==> src/hw/rtl/ebt_pkg.sv <==
package ebt_pkg;

    // Field widths
    localparam int TIME_W   = 48;
    localparam int COUNT_W  = 16;
    localparam int MS_W     = 16;
    localparam int RND_W    = 31;
    localparam int CFG_IDX_W = 3;
    localparam int CFG_DATA_W = 48;

    // Scheme constants
    localparam int POWER_BASE   = 2;
    localparam int TICKS_PER_MS = 10000;

    localparam int BASE_W     = $clog2(POWER_BASE + 1);
    localparam int TICKS_W    = $clog2(TICKS_PER_MS + 1);
    localparam int JITTER_W   = MS_W + TICKS_W;
    localparam int PROD_W     = TIME_W + BASE_W;
    localparam int DIV_CNT_W  = $clog2(RND_W);

    // Register reset values
    localparam logic [COUNT_W-1:0] MAX_RETRY_RST   = '0;
    localparam logic [TIME_W-1:0]  MAX_WAIT_RST    = TIME_W'(100000000);
    localparam logic [TIME_W-1:0]  FACTOR_RST      = TIME_W'(3000000);
    localparam logic [TIME_W-1:0]  MIN_IDLE_RST    = TIME_W'(400000000);
    localparam logic [MS_W-1:0]    JITTER_MS_RST   = MS_W'(600);

    // Operation codes
    localparam logic OP_REQUEST = 1'b0;
    localparam logic OP_RESET   = 1'b1;

    // Configuration register indexes
    typedef enum logic [CFG_IDX_W-1:0] {
        CFG_MAX_RETRY_COUNT   = 3'd0,
        CFG_MAX_WAIT_TIME     = 3'd1,
        CFG_RETRY_FACTOR_TIME = 3'd2,
        CFG_MIN_IDLE_TO_RESET = 3'd3,
        CFG_JITTER_MS         = 3'd4
    } cfg_index_t;

    typedef enum logic [1:0] {
        ST_OK        = 2'd0,
        ST_EXHAUSTED = 2'd1,
        ST_INVALID   = 2'd2
    } status_code_t;

    typedef enum logic [1:0] {
        PH_NOT_STARTED = 2'd0,
        PH_IN_PROGRESS = 2'd1,
        PH_TERMINATED  = 2'd2
    } phase_t;

    // What the final beat does to state and result
    typedef enum logic [1:0] {
        RK_CLEAR   = 2'd0,
        RK_INVALID = 2'd1,
        RK_EXHAUST = 2'd2,
        RK_WAIT    = 2'd3
    } result_kind_t;

    typedef enum logic [2:0] {
        S_IDLE   = 3'd0,
        S_DECIDE = 3'd1,
        S_START  = 3'd2,
        S_CALC   = 3'd3,
        S_MULT   = 3'd4,
        S_SUM    = 3'd5,
        S_EMIT   = 3'd6
    } ctrl_state_t;

    typedef struct packed {
        logic         load;
        logic         decide;
        logic         start;
        logic         step;
        logic         mult;
        logic         sum;
        logic         emit;
        result_kind_t kind;
    } ebt_cmd_t;

    typedef struct packed {
        logic op_reset;
        logic phase_bad;
        logic exhausted;
        logic pow_done;
        logic mod_done;
        logic out_free;
    } ebt_status_t;

endpackage

==> src/hw/rtl/ebt_if.sv <==
interface ebt_req_if;
    import ebt_pkg::*;
    logic                 valid;
    logic                 ready;
    logic                 operation;
    logic [TIME_W-1:0]    current_time;
    logic [RND_W-1:0]     random_value;

    modport source (output valid, operation, current_time, random_value, input ready);
    modport sink   (input valid, operation, current_time, random_value, output ready);
endinterface

interface ebt_rsp_if;
    import ebt_pkg::*;
    logic                 valid;
    logic                 ready;
    logic [TIME_W-1:0]    wait_time;
    logic [1:0]           result_status;
    logic [COUNT_W-1:0]   retries_done;

    modport source (output valid, wait_time, result_status, retries_done, input ready);
    modport sink   (input valid, wait_time, result_status, retries_done, output ready);
endinterface

interface ebt_cfg_if;
    import ebt_pkg::*;
    logic                   valid;
    logic                   ready;
    logic [CFG_IDX_W-1:0]   index;
    logic [CFG_DATA_W-1:0]  data;

    modport source (output valid, index, data, input ready);
    modport sink   (input valid, index, data, output ready);
endinterface

==> src/hw/rtl/ebt_ctrl.sv <==
module ebt_ctrl
    import ebt_pkg::*;
(
    input  logic        clk,
    input  logic        rst_n,
    input  logic        req_valid,
    output logic        req_ready,
    input  ebt_status_t stat,
    output ebt_cmd_t    cmd
);

    ctrl_state_t  state_reg, state_next;
    result_kind_t kind_reg, kind_next;

    // State register
    always_ff @(posedge clk or negedge rst_n)
    begin
        if (!rst_n)
        begin
            state_reg <= S_IDLE;
            kind_reg  <= RK_CLEAR;
        end
        else
        begin
            state_reg <= state_next;
            kind_reg  <= kind_next;
        end
    end

    // Next state and commands
    always_comb
    begin
        state_next = state_reg;
        kind_next  = kind_reg;
        req_ready  = 1'b0;
        cmd        = '0;
        cmd.kind   = kind_reg;
        case (state_reg)
            S_IDLE:
            begin
                req_ready = 1'b1;
                if (req_valid)
                begin
                    cmd.load   = 1'b1;
                    state_next = S_DECIDE;
                end
            end
            S_DECIDE:
            begin
                cmd.decide = 1'b1;
                if (stat.op_reset)
                begin
                    kind_next  = RK_CLEAR;
                    state_next = S_EMIT;
                end
                else if (stat.phase_bad)
                begin
                    kind_next  = RK_INVALID;
                    state_next = S_EMIT;
                end
                else if (stat.exhausted)
                begin
                    kind_next  = RK_EXHAUST;
                    state_next = S_EMIT;
                end
                else
                begin
                    kind_next  = RK_WAIT;
                    state_next = S_START;
                end
            end
            S_START:
            begin
                cmd.start  = 1'b1;
                state_next = S_CALC;
            end
            S_CALC:
            begin
                cmd.step = 1'b1;
                if (stat.pow_done && stat.mod_done)
                    state_next = S_MULT;
            end
            S_MULT:
            begin
                cmd.mult   = 1'b1;
                state_next = S_SUM;
            end
            S_SUM:
            begin
                cmd.sum    = 1'b1;
                state_next = S_EMIT;
            end
            S_EMIT:
            begin
                if (stat.out_free)
                begin
                    cmd.emit   = 1'b1;
                    state_next = S_IDLE;
                end
            end
            default:
            begin
                state_next = S_IDLE;
            end
        endcase
    end

endmodule

==> src/hw/rtl/ebt_datapath.sv <==
module ebt_datapath
    import ebt_pkg::*;
(
    input  logic                   clk,
    input  logic                   rst_n,
    input  ebt_cmd_t               cmd,
    output ebt_status_t            stat,
    // request payload
    input  logic                   operation,
    input  logic [TIME_W-1:0]      current_time,
    input  logic [RND_W-1:0]       random_value,
    // register writes
    input  logic                   cfg_we,
    input  logic [CFG_IDX_W-1:0]   cfg_index,
    input  logic [CFG_DATA_W-1:0]  cfg_data,
    // result beat
    output logic                   rsp_valid,
    input  logic                   rsp_ready,
    output logic [TIME_W-1:0]      wait_time,
    output logic [1:0]             result_status,
    output logic [COUNT_W-1:0]     retries_done
);

    // Configuration
    logic [COUNT_W-1:0] max_retry_reg;
    logic [TIME_W-1:0]  max_wait_reg;
    logic [TIME_W-1:0]  factor_reg;
    logic [TIME_W-1:0]  min_idle_reg;
    logic [MS_W-1:0]    jitter_ms_reg;

    // Retry state
    logic [COUNT_W-1:0] count_reg;
    logic [TIME_W-1:0]  prev_wait_reg;
    logic [TIME_W-1:0]  prev_time_reg;
    phase_t             phase_reg;

    // Captured request
    logic               op_reg;
    logic [TIME_W-1:0]  now_reg;
    logic               idle_reg;

    // Power unit
    logic [TIME_W-1:0]  p_reg;
    logic [COUNT_W-1:0] pow_left_reg;
    logic               pow_done_reg;

    // Modulo unit
    logic [MS_W-1:0]      rem_reg;
    logic [RND_W-1:0]     div_sh_reg;
    logic [DIV_CNT_W-1:0] div_cnt_reg;
    logic                 mod_done_reg;

    logic [JITTER_W-1:0] jitter_reg;
    logic [TIME_W-1:0]   wait_reg;

    // Output stage
    logic               out_valid_reg;
    logic [TIME_W-1:0]  out_wait_reg;
    status_code_t       out_status_reg;
    logic [COUNT_W-1:0] out_retries_reg;

    logic [COUNT_W-1:0] count_inc;
    logic [TIME_W-1:0]  gap;
    logic               idle_now;
    logic [TIME_W-1:0]  eff_prev_wait;
    logic [COUNT_W-1:0] eff_count;
    logic [PROD_W-1:0]  p_mul;
    logic [MS_W:0]      trial;
    logic [TIME_W:0]    sum_full;

    assign stat.op_reset  = (op_reg == OP_RESET);
    assign stat.phase_bad = (phase_reg != PH_NOT_STARTED) && (phase_reg != PH_IN_PROGRESS);
    assign stat.exhausted = (max_retry_reg != '0) && (max_retry_reg <= count_reg);
    assign stat.pow_done  = pow_done_reg;
    assign stat.mod_done  = mod_done_reg;
    assign stat.out_free  = !out_valid_reg || rsp_ready;

    // Idle gap test and start values
    assign gap       = now_reg - prev_time_reg;
    assign idle_now  = (count_reg != '0) && (now_reg > prev_time_reg) && (gap > min_idle_reg);
    assign eff_prev_wait = idle_reg ? '0 : prev_wait_reg;
    assign eff_count     = idle_reg ? '0 : count_reg;
    assign count_inc = (count_reg == '1) ? count_reg : count_reg + COUNT_W'(1);

    // One power step and one restoring division step
    assign p_mul = PROD_W'(p_reg) * PROD_W'(POWER_BASE);
    assign trial = {rem_reg, div_sh_reg[RND_W-1]};
    assign sum_full = {1'b0, p_reg} + (TIME_W+1)'(jitter_reg);

    // Configuration registers
    always_ff @(posedge clk or negedge rst_n)
    begin
        if (!rst_n)
        begin
            max_retry_reg <= MAX_RETRY_RST;
            max_wait_reg  <= MAX_WAIT_RST;
            factor_reg    <= FACTOR_RST;
            min_idle_reg  <= MIN_IDLE_RST;
            jitter_ms_reg <= JITTER_MS_RST;
        end
        else if (cfg_we)
        begin
            case (cfg_index)
                CFG_MAX_RETRY_COUNT:   max_retry_reg <= cfg_data[COUNT_W-1:0];
                CFG_MAX_WAIT_TIME:     max_wait_reg  <= cfg_data[TIME_W-1:0];
                CFG_RETRY_FACTOR_TIME: factor_reg    <= cfg_data[TIME_W-1:0];
                CFG_MIN_IDLE_TO_RESET: min_idle_reg  <= cfg_data[TIME_W-1:0];
                CFG_JITTER_MS:         jitter_ms_reg <= cfg_data[MS_W-1:0];
                default: ;
            endcase
        end
    end

    // Retry state
    always_ff @(posedge clk or negedge rst_n)
    begin
        if (!rst_n)
        begin
            count_reg     <= '0;
            prev_wait_reg <= '0;
            prev_time_reg <= '0;
            phase_reg     <= PH_NOT_STARTED;
        end
        else if (cmd.start && idle_reg)
        begin
            count_reg     <= '0;
            prev_wait_reg <= '0;
            prev_time_reg <= '0;
        end
        else if (cmd.emit)
        begin
            case (cmd.kind)
                RK_CLEAR, RK_EXHAUST:
                begin
                    count_reg     <= '0;
                    prev_wait_reg <= '0;
                    prev_time_reg <= '0;
                    phase_reg     <= PH_NOT_STARTED;
                end
                RK_WAIT:
                begin
                    count_reg     <= count_inc;
                    prev_wait_reg <= wait_reg;
                    prev_time_reg <= now_reg;
                    phase_reg     <= PH_IN_PROGRESS;
                end
                default: ;
            endcase
        end
    end

    // Request capture and idle flag
    always_ff @(posedge clk)
    begin
        if (cmd.load)
        begin
            op_reg     <= operation;
            now_reg    <= current_time;
            div_sh_reg <= random_value;
        end
        else if (cmd.step && !mod_done_reg)
            div_sh_reg <= {div_sh_reg[RND_W-2:0], 1'b0};
        if (cmd.decide)
            idle_reg <= idle_now;
    end

    // Power and modulo units
    always_ff @(posedge clk or negedge rst_n)
    begin
        if (!rst_n)
        begin
            p_reg        <= '0;
            rem_reg      <= '0;
            pow_done_reg <= 1'b0;
            mod_done_reg <= 1'b0;
            div_cnt_reg  <= '0;
            pow_left_reg <= '0;
        end
        else if (cmd.start)
        begin
            if (eff_prev_wait >= max_wait_reg)
            begin
                p_reg        <= max_wait_reg;
                pow_done_reg <= 1'b1;
            end
            else if (factor_reg > max_wait_reg)
            begin
                p_reg        <= max_wait_reg;
                pow_done_reg <= 1'b1;
            end
            else
            begin
                p_reg        <= factor_reg;
                pow_done_reg <= (eff_count == '0);
            end
            pow_left_reg <= eff_count;
            rem_reg      <= '0;
            div_cnt_reg  <= DIV_CNT_W'(RND_W - 1);
            mod_done_reg <= 1'b0;
        end
        else if (cmd.step)
        begin
            if (!pow_done_reg)
            begin
                if (p_reg == '0)
                    pow_done_reg <= 1'b1;
                else if (p_mul > PROD_W'(max_wait_reg))
                begin
                    p_reg        <= max_wait_reg;
                    pow_done_reg <= 1'b1;
                end
                else
                begin
                    p_reg        <= p_mul[TIME_W-1:0];
                    pow_left_reg <= pow_left_reg - COUNT_W'(1);
                    pow_done_reg <= (pow_left_reg == COUNT_W'(1));
                end
            end
            if (!mod_done_reg)
            begin
                if (trial >= {1'b0, jitter_ms_reg})
                    rem_reg <= MS_W'(trial - {1'b0, jitter_ms_reg});
                else
                    rem_reg <= trial[MS_W-1:0];
                if (div_cnt_reg == '0)
                    mod_done_reg <= 1'b1;
                else
                    div_cnt_reg <= div_cnt_reg - DIV_CNT_W'(1);
            end
        end
    end

    // Jitter in ticks, then saturating sum
    always_ff @(posedge clk)
    begin
        if (cmd.mult)
        begin
            if (jitter_ms_reg == '0)
                jitter_reg <= '0;
            else
                jitter_reg <= JITTER_W'(rem_reg) * JITTER_W'(TICKS_PER_MS);
        end
        if (cmd.sum)
            wait_reg <= sum_full[TIME_W] ? '1 : sum_full[TIME_W-1:0];
    end

    // Output stage
    always_ff @(posedge clk or negedge rst_n)
    begin
        if (!rst_n)
            out_valid_reg <= 1'b0;
        else if (cmd.emit)
            out_valid_reg <= 1'b1;
        else if (rsp_ready)
            out_valid_reg <= 1'b0;
    end

    always_ff @(posedge clk)
    begin
        if (cmd.emit)
        begin
            case (cmd.kind)
                RK_INVALID:
                begin
                    out_wait_reg    <= '0;
                    out_status_reg  <= ST_INVALID;
                    out_retries_reg <= count_reg;
                end
                RK_EXHAUST:
                begin
                    out_wait_reg    <= '0;
                    out_status_reg  <= ST_EXHAUSTED;
                    out_retries_reg <= '0;
                end
                RK_WAIT:
                begin
                    out_wait_reg    <= wait_reg;
                    out_status_reg  <= ST_OK;
                    out_retries_reg <= count_inc;
                end
                default:
                begin
                    out_wait_reg    <= '0;
                    out_status_reg  <= ST_OK;
                    out_retries_reg <= '0;
                end
            endcase
        end
    end

    assign rsp_valid     = out_valid_reg;
    assign wait_time     = out_wait_reg;
    assign result_status = out_status_reg;
    assign retries_done  = out_retries_reg;

endmodule

==> src/hw/rtl/exponential_backoff_timer.sv <==
// Exponential backoff timer with jitter. Each request beat gives one result
// beat. A reset operation, or a request that finds the retry limit reached,
// goes from the decision state straight to emitting its result beat. A wait
// request runs the doubling loop and a one-bit-per-cycle remainder unit side
// by side; the remainder needs 31 steps and the doubling loop one step per
// power, ending early once the cap is reached (at most 48 steps), and the
// controller moves on once both have finished. A result is emitted only
// while the result register is free or being read. The block works on one
// request at a time; the result sits in an output register so a new request
// can be taken while it waits. Register writes are always ready.
module exponential_backoff_timer
    import ebt_pkg::*;
(
    input  logic   clk,
    input  logic   rst_n,
    ebt_req_if.sink   req,
    ebt_rsp_if.source rsp,
    ebt_cfg_if.sink   cfg
);

    ebt_cmd_t    cmd;
    ebt_status_t stat;

    assign cfg.ready = 1'b1;

    ebt_ctrl u_ctrl (
        .clk       (clk),
        .rst_n     (rst_n),
        .req_valid (req.valid),
        .req_ready (req.ready),
        .stat      (stat),
        .cmd       (cmd)
    );

    ebt_datapath u_datapath (
        .clk           (clk),
        .rst_n         (rst_n),
        .cmd           (cmd),
        .stat          (stat),
        .operation     (req.operation),
        .current_time  (req.current_time),
        .random_value  (req.random_value),
        .cfg_we        (cfg.valid),
        .cfg_index     (cfg.index),
        .cfg_data      (cfg.data),
        .rsp_valid     (rsp.valid),
        .rsp_ready     (rsp.ready),
        .wait_time     (rsp.wait_time),
        .result_status (rsp.result_status),
        .retries_done  (rsp.retries_done)
    );

endmodule
==> src/flat_wrapper.sv <==
// flat-port wrapper written by rule: the top's interface ports become plain ports
module exponential_backoff_timer_flat import ebt_pkg::*;
  (clk, rst_n, req_valid, req_operation, req_current_time, req_random_value, req_ready, rsp_valid, rsp_wait_time, rsp_result_status, rsp_retries_done, rsp_ready, cfg_valid, cfg_index, cfg_data, cfg_ready);
  ebt_req_if req_i ();
  ebt_rsp_if rsp_i ();
  ebt_cfg_if cfg_i ();
  input  logic clk;
  input  logic rst_n;
  input wire logic [$bits(req_i.valid)-1:0] req_valid;
  input wire logic [$bits(req_i.operation)-1:0] req_operation;
  input wire logic [$bits(req_i.current_time)-1:0] req_current_time;
  input wire logic [$bits(req_i.random_value)-1:0] req_random_value;
  output wire logic [$bits(req_i.ready)-1:0] req_ready;
  output wire logic [$bits(rsp_i.valid)-1:0] rsp_valid;
  output wire logic [$bits(rsp_i.wait_time)-1:0] rsp_wait_time;
  output wire logic [$bits(rsp_i.result_status)-1:0] rsp_result_status;
  output wire logic [$bits(rsp_i.retries_done)-1:0] rsp_retries_done;
  input wire logic [$bits(rsp_i.ready)-1:0] rsp_ready;
  input wire logic [$bits(cfg_i.valid)-1:0] cfg_valid;
  input wire logic [$bits(cfg_i.index)-1:0] cfg_index;
  input wire logic [$bits(cfg_i.data)-1:0] cfg_data;
  output wire logic [$bits(cfg_i.ready)-1:0] cfg_ready;
  assign req_i.valid = req_valid;
  assign req_i.operation = req_operation;
  assign req_i.current_time = req_current_time;
  assign req_i.random_value = req_random_value;
  assign req_ready = req_i.ready;
  assign rsp_valid = rsp_i.valid;
  assign rsp_wait_time = rsp_i.wait_time;
  assign rsp_result_status = rsp_i.result_status;
  assign rsp_retries_done = rsp_i.retries_done;
  assign rsp_i.ready = rsp_ready;
  assign cfg_i.valid = cfg_valid;
  assign cfg_i.index = cfg_index;
  assign cfg_i.data = cfg_data;
  assign cfg_ready = cfg_i.ready;
  exponential_backoff_timer u_core (.clk(clk), .rst_n(rst_n), .req(req_i), .rsp(rsp_i), .cfg(cfg_i));
endmodule
==> config.mk <==
export PLATFORM = sky130hd
export DESIGN_NAME = exponential_backoff_timer_flat
export DESIGN_NICKNAME = d
export VERILOG_FILES = /design/src/hw/rtl/ebt_pkg.sv /design/src/hw/rtl/ebt_if.sv /design/src/hw/rtl/ebt_ctrl.sv /design/src/hw/rtl/ebt_datapath.sv /design/src/hw/rtl/exponential_backoff_timer.sv /design/src/flat_wrapper.sv
export SDC_FILE = /design/constraint.sdc
export NUM_CORES = 2
export LEC_CHECK = 0
export ABC_AREA = 1
export BUFFER_PORTS_ARGS = -buffer_cell sky130_fd_sc_hd__clkbuf_2
export CORE_ASPECT_RATIO = 0.75
export CORE_MARGIN = 1
export CORE_UTILIZATION = 55
export CTS_BUF_LIST = sky130_fd_sc_hd__clkbuf_16
export DETAILED_ROUTE_END_ITERATION = 12
export GPL_TIMING_DRIVEN = 0
export PLACE_DENSITY = 0.73
export SYNTH_ARGS = -nofsm -noshare
export SYNTH_HDL_FRONTEND = slang
export SYNTH_HIERARCHICAL = 1
export SYNTH_SLANG_ARGS = --single-unit
==> constraint.sdc <==
create_clock -name clk -period 13.6 [get_ports clk]
set_input_delay 1.36 -clock clk [delete_from_list [all_inputs] [get_ports clk]]
set_output_delay 1.36 -clock clk [all_outputs]
set_load 0.01 [all_outputs]
==> metrics.md <==
| Metric | Value |
|---|---|
| Post-route cell area | 0.0438 mm^2 |
| Crit share post-route | 41.7% |
| Max-slew violations | 0 |
| Clk buf depth | 3 |
| Slack of the worst reg-to-reg path | 7930 ps |
| Vias per inst | 5.61 |
| Worst r2r src | u_core/u_datapath/now_reg[0]$_DFFE_PP_ |
| Worst skew pair latency | 680 ps |
| Final setup margin | 7930 ps |
| PortBufs | 203 |
| CP required | 14120 ps |
| Crit-path leading delay family | simple AND/OR/NAND/NOR gates |
| Register area share after synthesis | 41.2% |
| CTS Hold Buffers Added | 0 |
| Pin count of the biggest net entering global routing | 111 |
| Setup Skew | 47.6 ps |
| Critical path class | reg2reg |
| ANT nets after route | 0 |
| Gr ovfl total | 0 |
| Slew margin rel. | 16.4% |
| PwrDens | 236 mW/mm^2 |
| Area after DPL | 0.0418 mm^2 |
| Worst Setup Start Kind | register |
| Worst-path clk slew | 60 ps |
| H-tree levels | 2 |
| TritonCTS buffer count | 60 |
| RSZ-0062 raised after global routing | false |
| Maxcap violations | 0 |
| Cell Rows | 84 |
| Most Frequent Cell on Critical Path | nand2_1 |
| Post-layout util | 62.3% |
| Max stage delay on crit path | 770 ps |
| Run status | complete, no violations |
| Layout cell share with drive strength beyond 1 | 8.75% |
| Crit path time final | 5670 ps |
| Synth Net Count | 5463 |
| P&R area growth vs syn | 11.5% |
| Mapped Area | 0.0393 mm^2 |
| Hold Crit Class | reg2reg |
| Worst IR drop on VDD | 0.177 mV |
| Mean Syn Cell Area | 8.00 um^2 |
| Final-stage net count | 5743 |
| Critical Path Stages | 19 |
| Iter 0 DRT Violations | 4034 |
| First-pass GRT wire length | 183000 um |
| Vias in the first global route | 31667 |
| Worst path buffer plus inverter count | 2 |
| Total GRT Usage | 32.6% |
| Setup Buffers After CTS | 0 |
| DR vias | 34770 |
| CTS Sinks | 602 |
| Synth warn | 6 |
| Slew @ Worst Pin | 1250 ps |
| Synth cell types | 61 |
| Max Freq | 176 MHz |
| Leakage power | 21.4 nW |
| Yosys top cell area share | 21.8% |
| CTS tree | done |
| Post-DP HPWL | 94400 um |
| Die Area | 0.0726 mm^2 |
| Hold Path Stages | 2 |
| Hold path start | u_core/u_datapath/min_idle_reg[4]$_DFFE_PN0P_ |
| Crit. End Element | register |
| FF-to-FF End | u_core/u_datapath/idle_reg$_DFFE_PP_ |
| Dpl ws | 8280 ps |
| Initial antenna violation count | 2 |
| Root buffer cell | clkbuf_16 |
| Synthesized flop and latch total | 602 |
| Final setup fails | 0 |
| Crit Path Max Fanout | 5 |
| Hold WS | 486 ps |
| CTS resizes | 0 |
| Worst path slowest cell | nor3b_1 |
| Critical path arrival | 6190 ps |
| Total Wirelength | 119000 um |
| CP cell instances | inv_1 -> ha_1 -> inv_1 -> fa_1 -> nand3_1 -> nand2_1 -> a21boi_1 -> o21ai_0 -> a21oi_2 -> o211ai_1 -> xor2_1 -> ha_1 -> nand2_1 -> nor4_1 -> nor3b_1 -> o211ai_1 -> nand3_1 -> nand2_1 -> nor2_1 |
| Core Region | 0.0704 mm^2 |
| Area leader, netlist | dfrtp_1 |
| Die Wd | 311 um |
| Routed length per placed instance | 19.3 um |
| Mapped Cells | 4916 |
| Gp weighted congestion | 0.989 |
| Final Hold Fails | 0 |
| Initial Util | 55.8% |
| I/O pins | 205 |
| Setup TNS | 0 ps |
| Worst Reg-to-Reg Cells | 19 |
| Die height | 234 um |
| DRC Markers | 0 |
| Pre-antenna DRT Iters | 7 |
| Hold EP | u_core/u_datapath/min_idle_reg[4]$_DFFE_PN0P_ |
| Fill cells | 6366 |
| Synth top area cells | dfrtp_1 22%, edfxtp_1 17%, ha_1 12%, nand2_1 10%, inv_1 7.2% |
final cells by class:
| type | instances | area [um^2] | share of cell area (%) |
|---|---|---|---|
| clock inverters | 49 | 409 | 0.933 |
| plain buffers | 159 | 721 | 1.64 |
| flip-flops and latches | 602 | 16200 | 37.0 |
| diodes | 1 | 2.50 | 0.00571 |
| repair buffers | 218 | 1280 | 2.93 |
| inverters | 773 | 2900 | 6.62 |
| well taps | 946 | 1180 | 2.70 |
| clock buffers | 65 | 1630 | 3.71 |
| multi-input cells | 3382 | 19500 | 44.5 |
cells in the final DEF (no fill, tap or decap), drive strengths merged, types with 21 or more instances in the layout:
master	n
a21o	23
a21oi	277
a31oi	23
buf	67
clkbuf	375
clkinv	32
dfrtp	343
dfstp	38
edfxtp	221
fa	38
ha	373
inv	780
nand2	1105
nand3	373
nand4	42
nor2	362
nor3	40
nor4	29
o211ai	22
o21ai	406
o21bai	26
o22ai	63
or2	21
xnor2	22
xor2	62
Yosys cell counts (all sizes together):
cell    count
o31ai       4
a21o       23
buf        52
nor2      362
o311ai      1
conb        2
o211a       2
nor2b       2
a21oi     277
and2        1
o21a       19
or2        21
nand3     373
nand2    1105
o22ai      63
edfxtp    221
nor3       40
nor3b       4
o211ai     22
o21ai     406
a22oi       1
inv       765
a31oi      23
a41oi       4
dfrtp     343
dfstp      38
o221ai      6
clkinv      8
a311oi      1
clkbuf    107
o41ai       1
nand3b      8
o21bai     26
a221oi      2
ha        373
nand4      42
xor2       62
fa         38
xnor2      22
a21boi     14
a211oi      3
nor4       29
per-stage QoR:
step           std cells  power, mW
2_1_floorplan       4916       6.85
6_report            6195       10.4
5_1_grt             6194       11.2
4_1_cts             6194       10.3
3_5_place_dp        6080       8.47
3_3_place_gp        6065       8.33
worst max-delay path by stage:
stage                                                                 end                                   start
after floorplan           u_core/u_datapath/prev_time_reg[40]$_DFFE_PN0P_                               rsp_ready
after global placement    u_core/u_datapath/prev_time_reg[28]$_DFFE_PN0P_                               rsp_ready
after detailed placement             u_core/u_datapath/idle_reg$_DFFE_PP_  u_core/u_datapath/now_reg[0]$_DFFE_PP_
after CTS                            u_core/u_datapath/idle_reg$_DFFE_PP_  u_core/u_datapath/now_reg[0]$_DFFE_PP_
after global routing                 u_core/u_datapath/idle_reg$_DFFE_PP_  u_core/u_datapath/now_reg[0]$_DFFE_PP_
final                                u_core/u_datapath/idle_reg$_DFFE_PP_  u_core/u_datapath/now_reg[0]$_DFFE_PP_
power by group:
part	leakage (nW)	internal, mW	switching (mW)
registers	6.88	2.54	0.438
logic	13.5	1.97	3.67
clock network	1.04	0.975	0.762
total	21.4	5.49	4.87
tightest hold or removal path, delay by kind of cell, from the launching register on:
kind               cells  cell delay [ps]
AOI/OAI and AO/OA      1               60
DFF                    1              340
and+or+nand+nor        1               50
metal layers:
layer | vias to the layer above | wire, um | part of all wire (%) | GRT usage (%)
met5 | - | 13 | 0.011 | 0
met4 | 2 | 2890 | 2.4 | 8.50
met3 | 146 | 12400 | 10 | 7.95
met2 | 1487 | 48200 | 40 | 45.9
met1 | 16342 | 55800 | 47 | 49.4
li1 | 16793 | - | - | -
cells by family after synthesis:
family | count (synthesis) | synth area share [%]
AND/OR/NAND/NOR | 1987 | 21.2
XOR/XNOR | 84 | 1.87
AO/OA/AOI/OAI | 898 | 12.6
buffers and inverters | 932 | 9.21
adder cells (fa/ha/maj) | 411 | 13.8
flip-flops | 602 | 41.2
other | 2 | 0.0191
No activity file was read; power rests on OpenSTA's default activity.
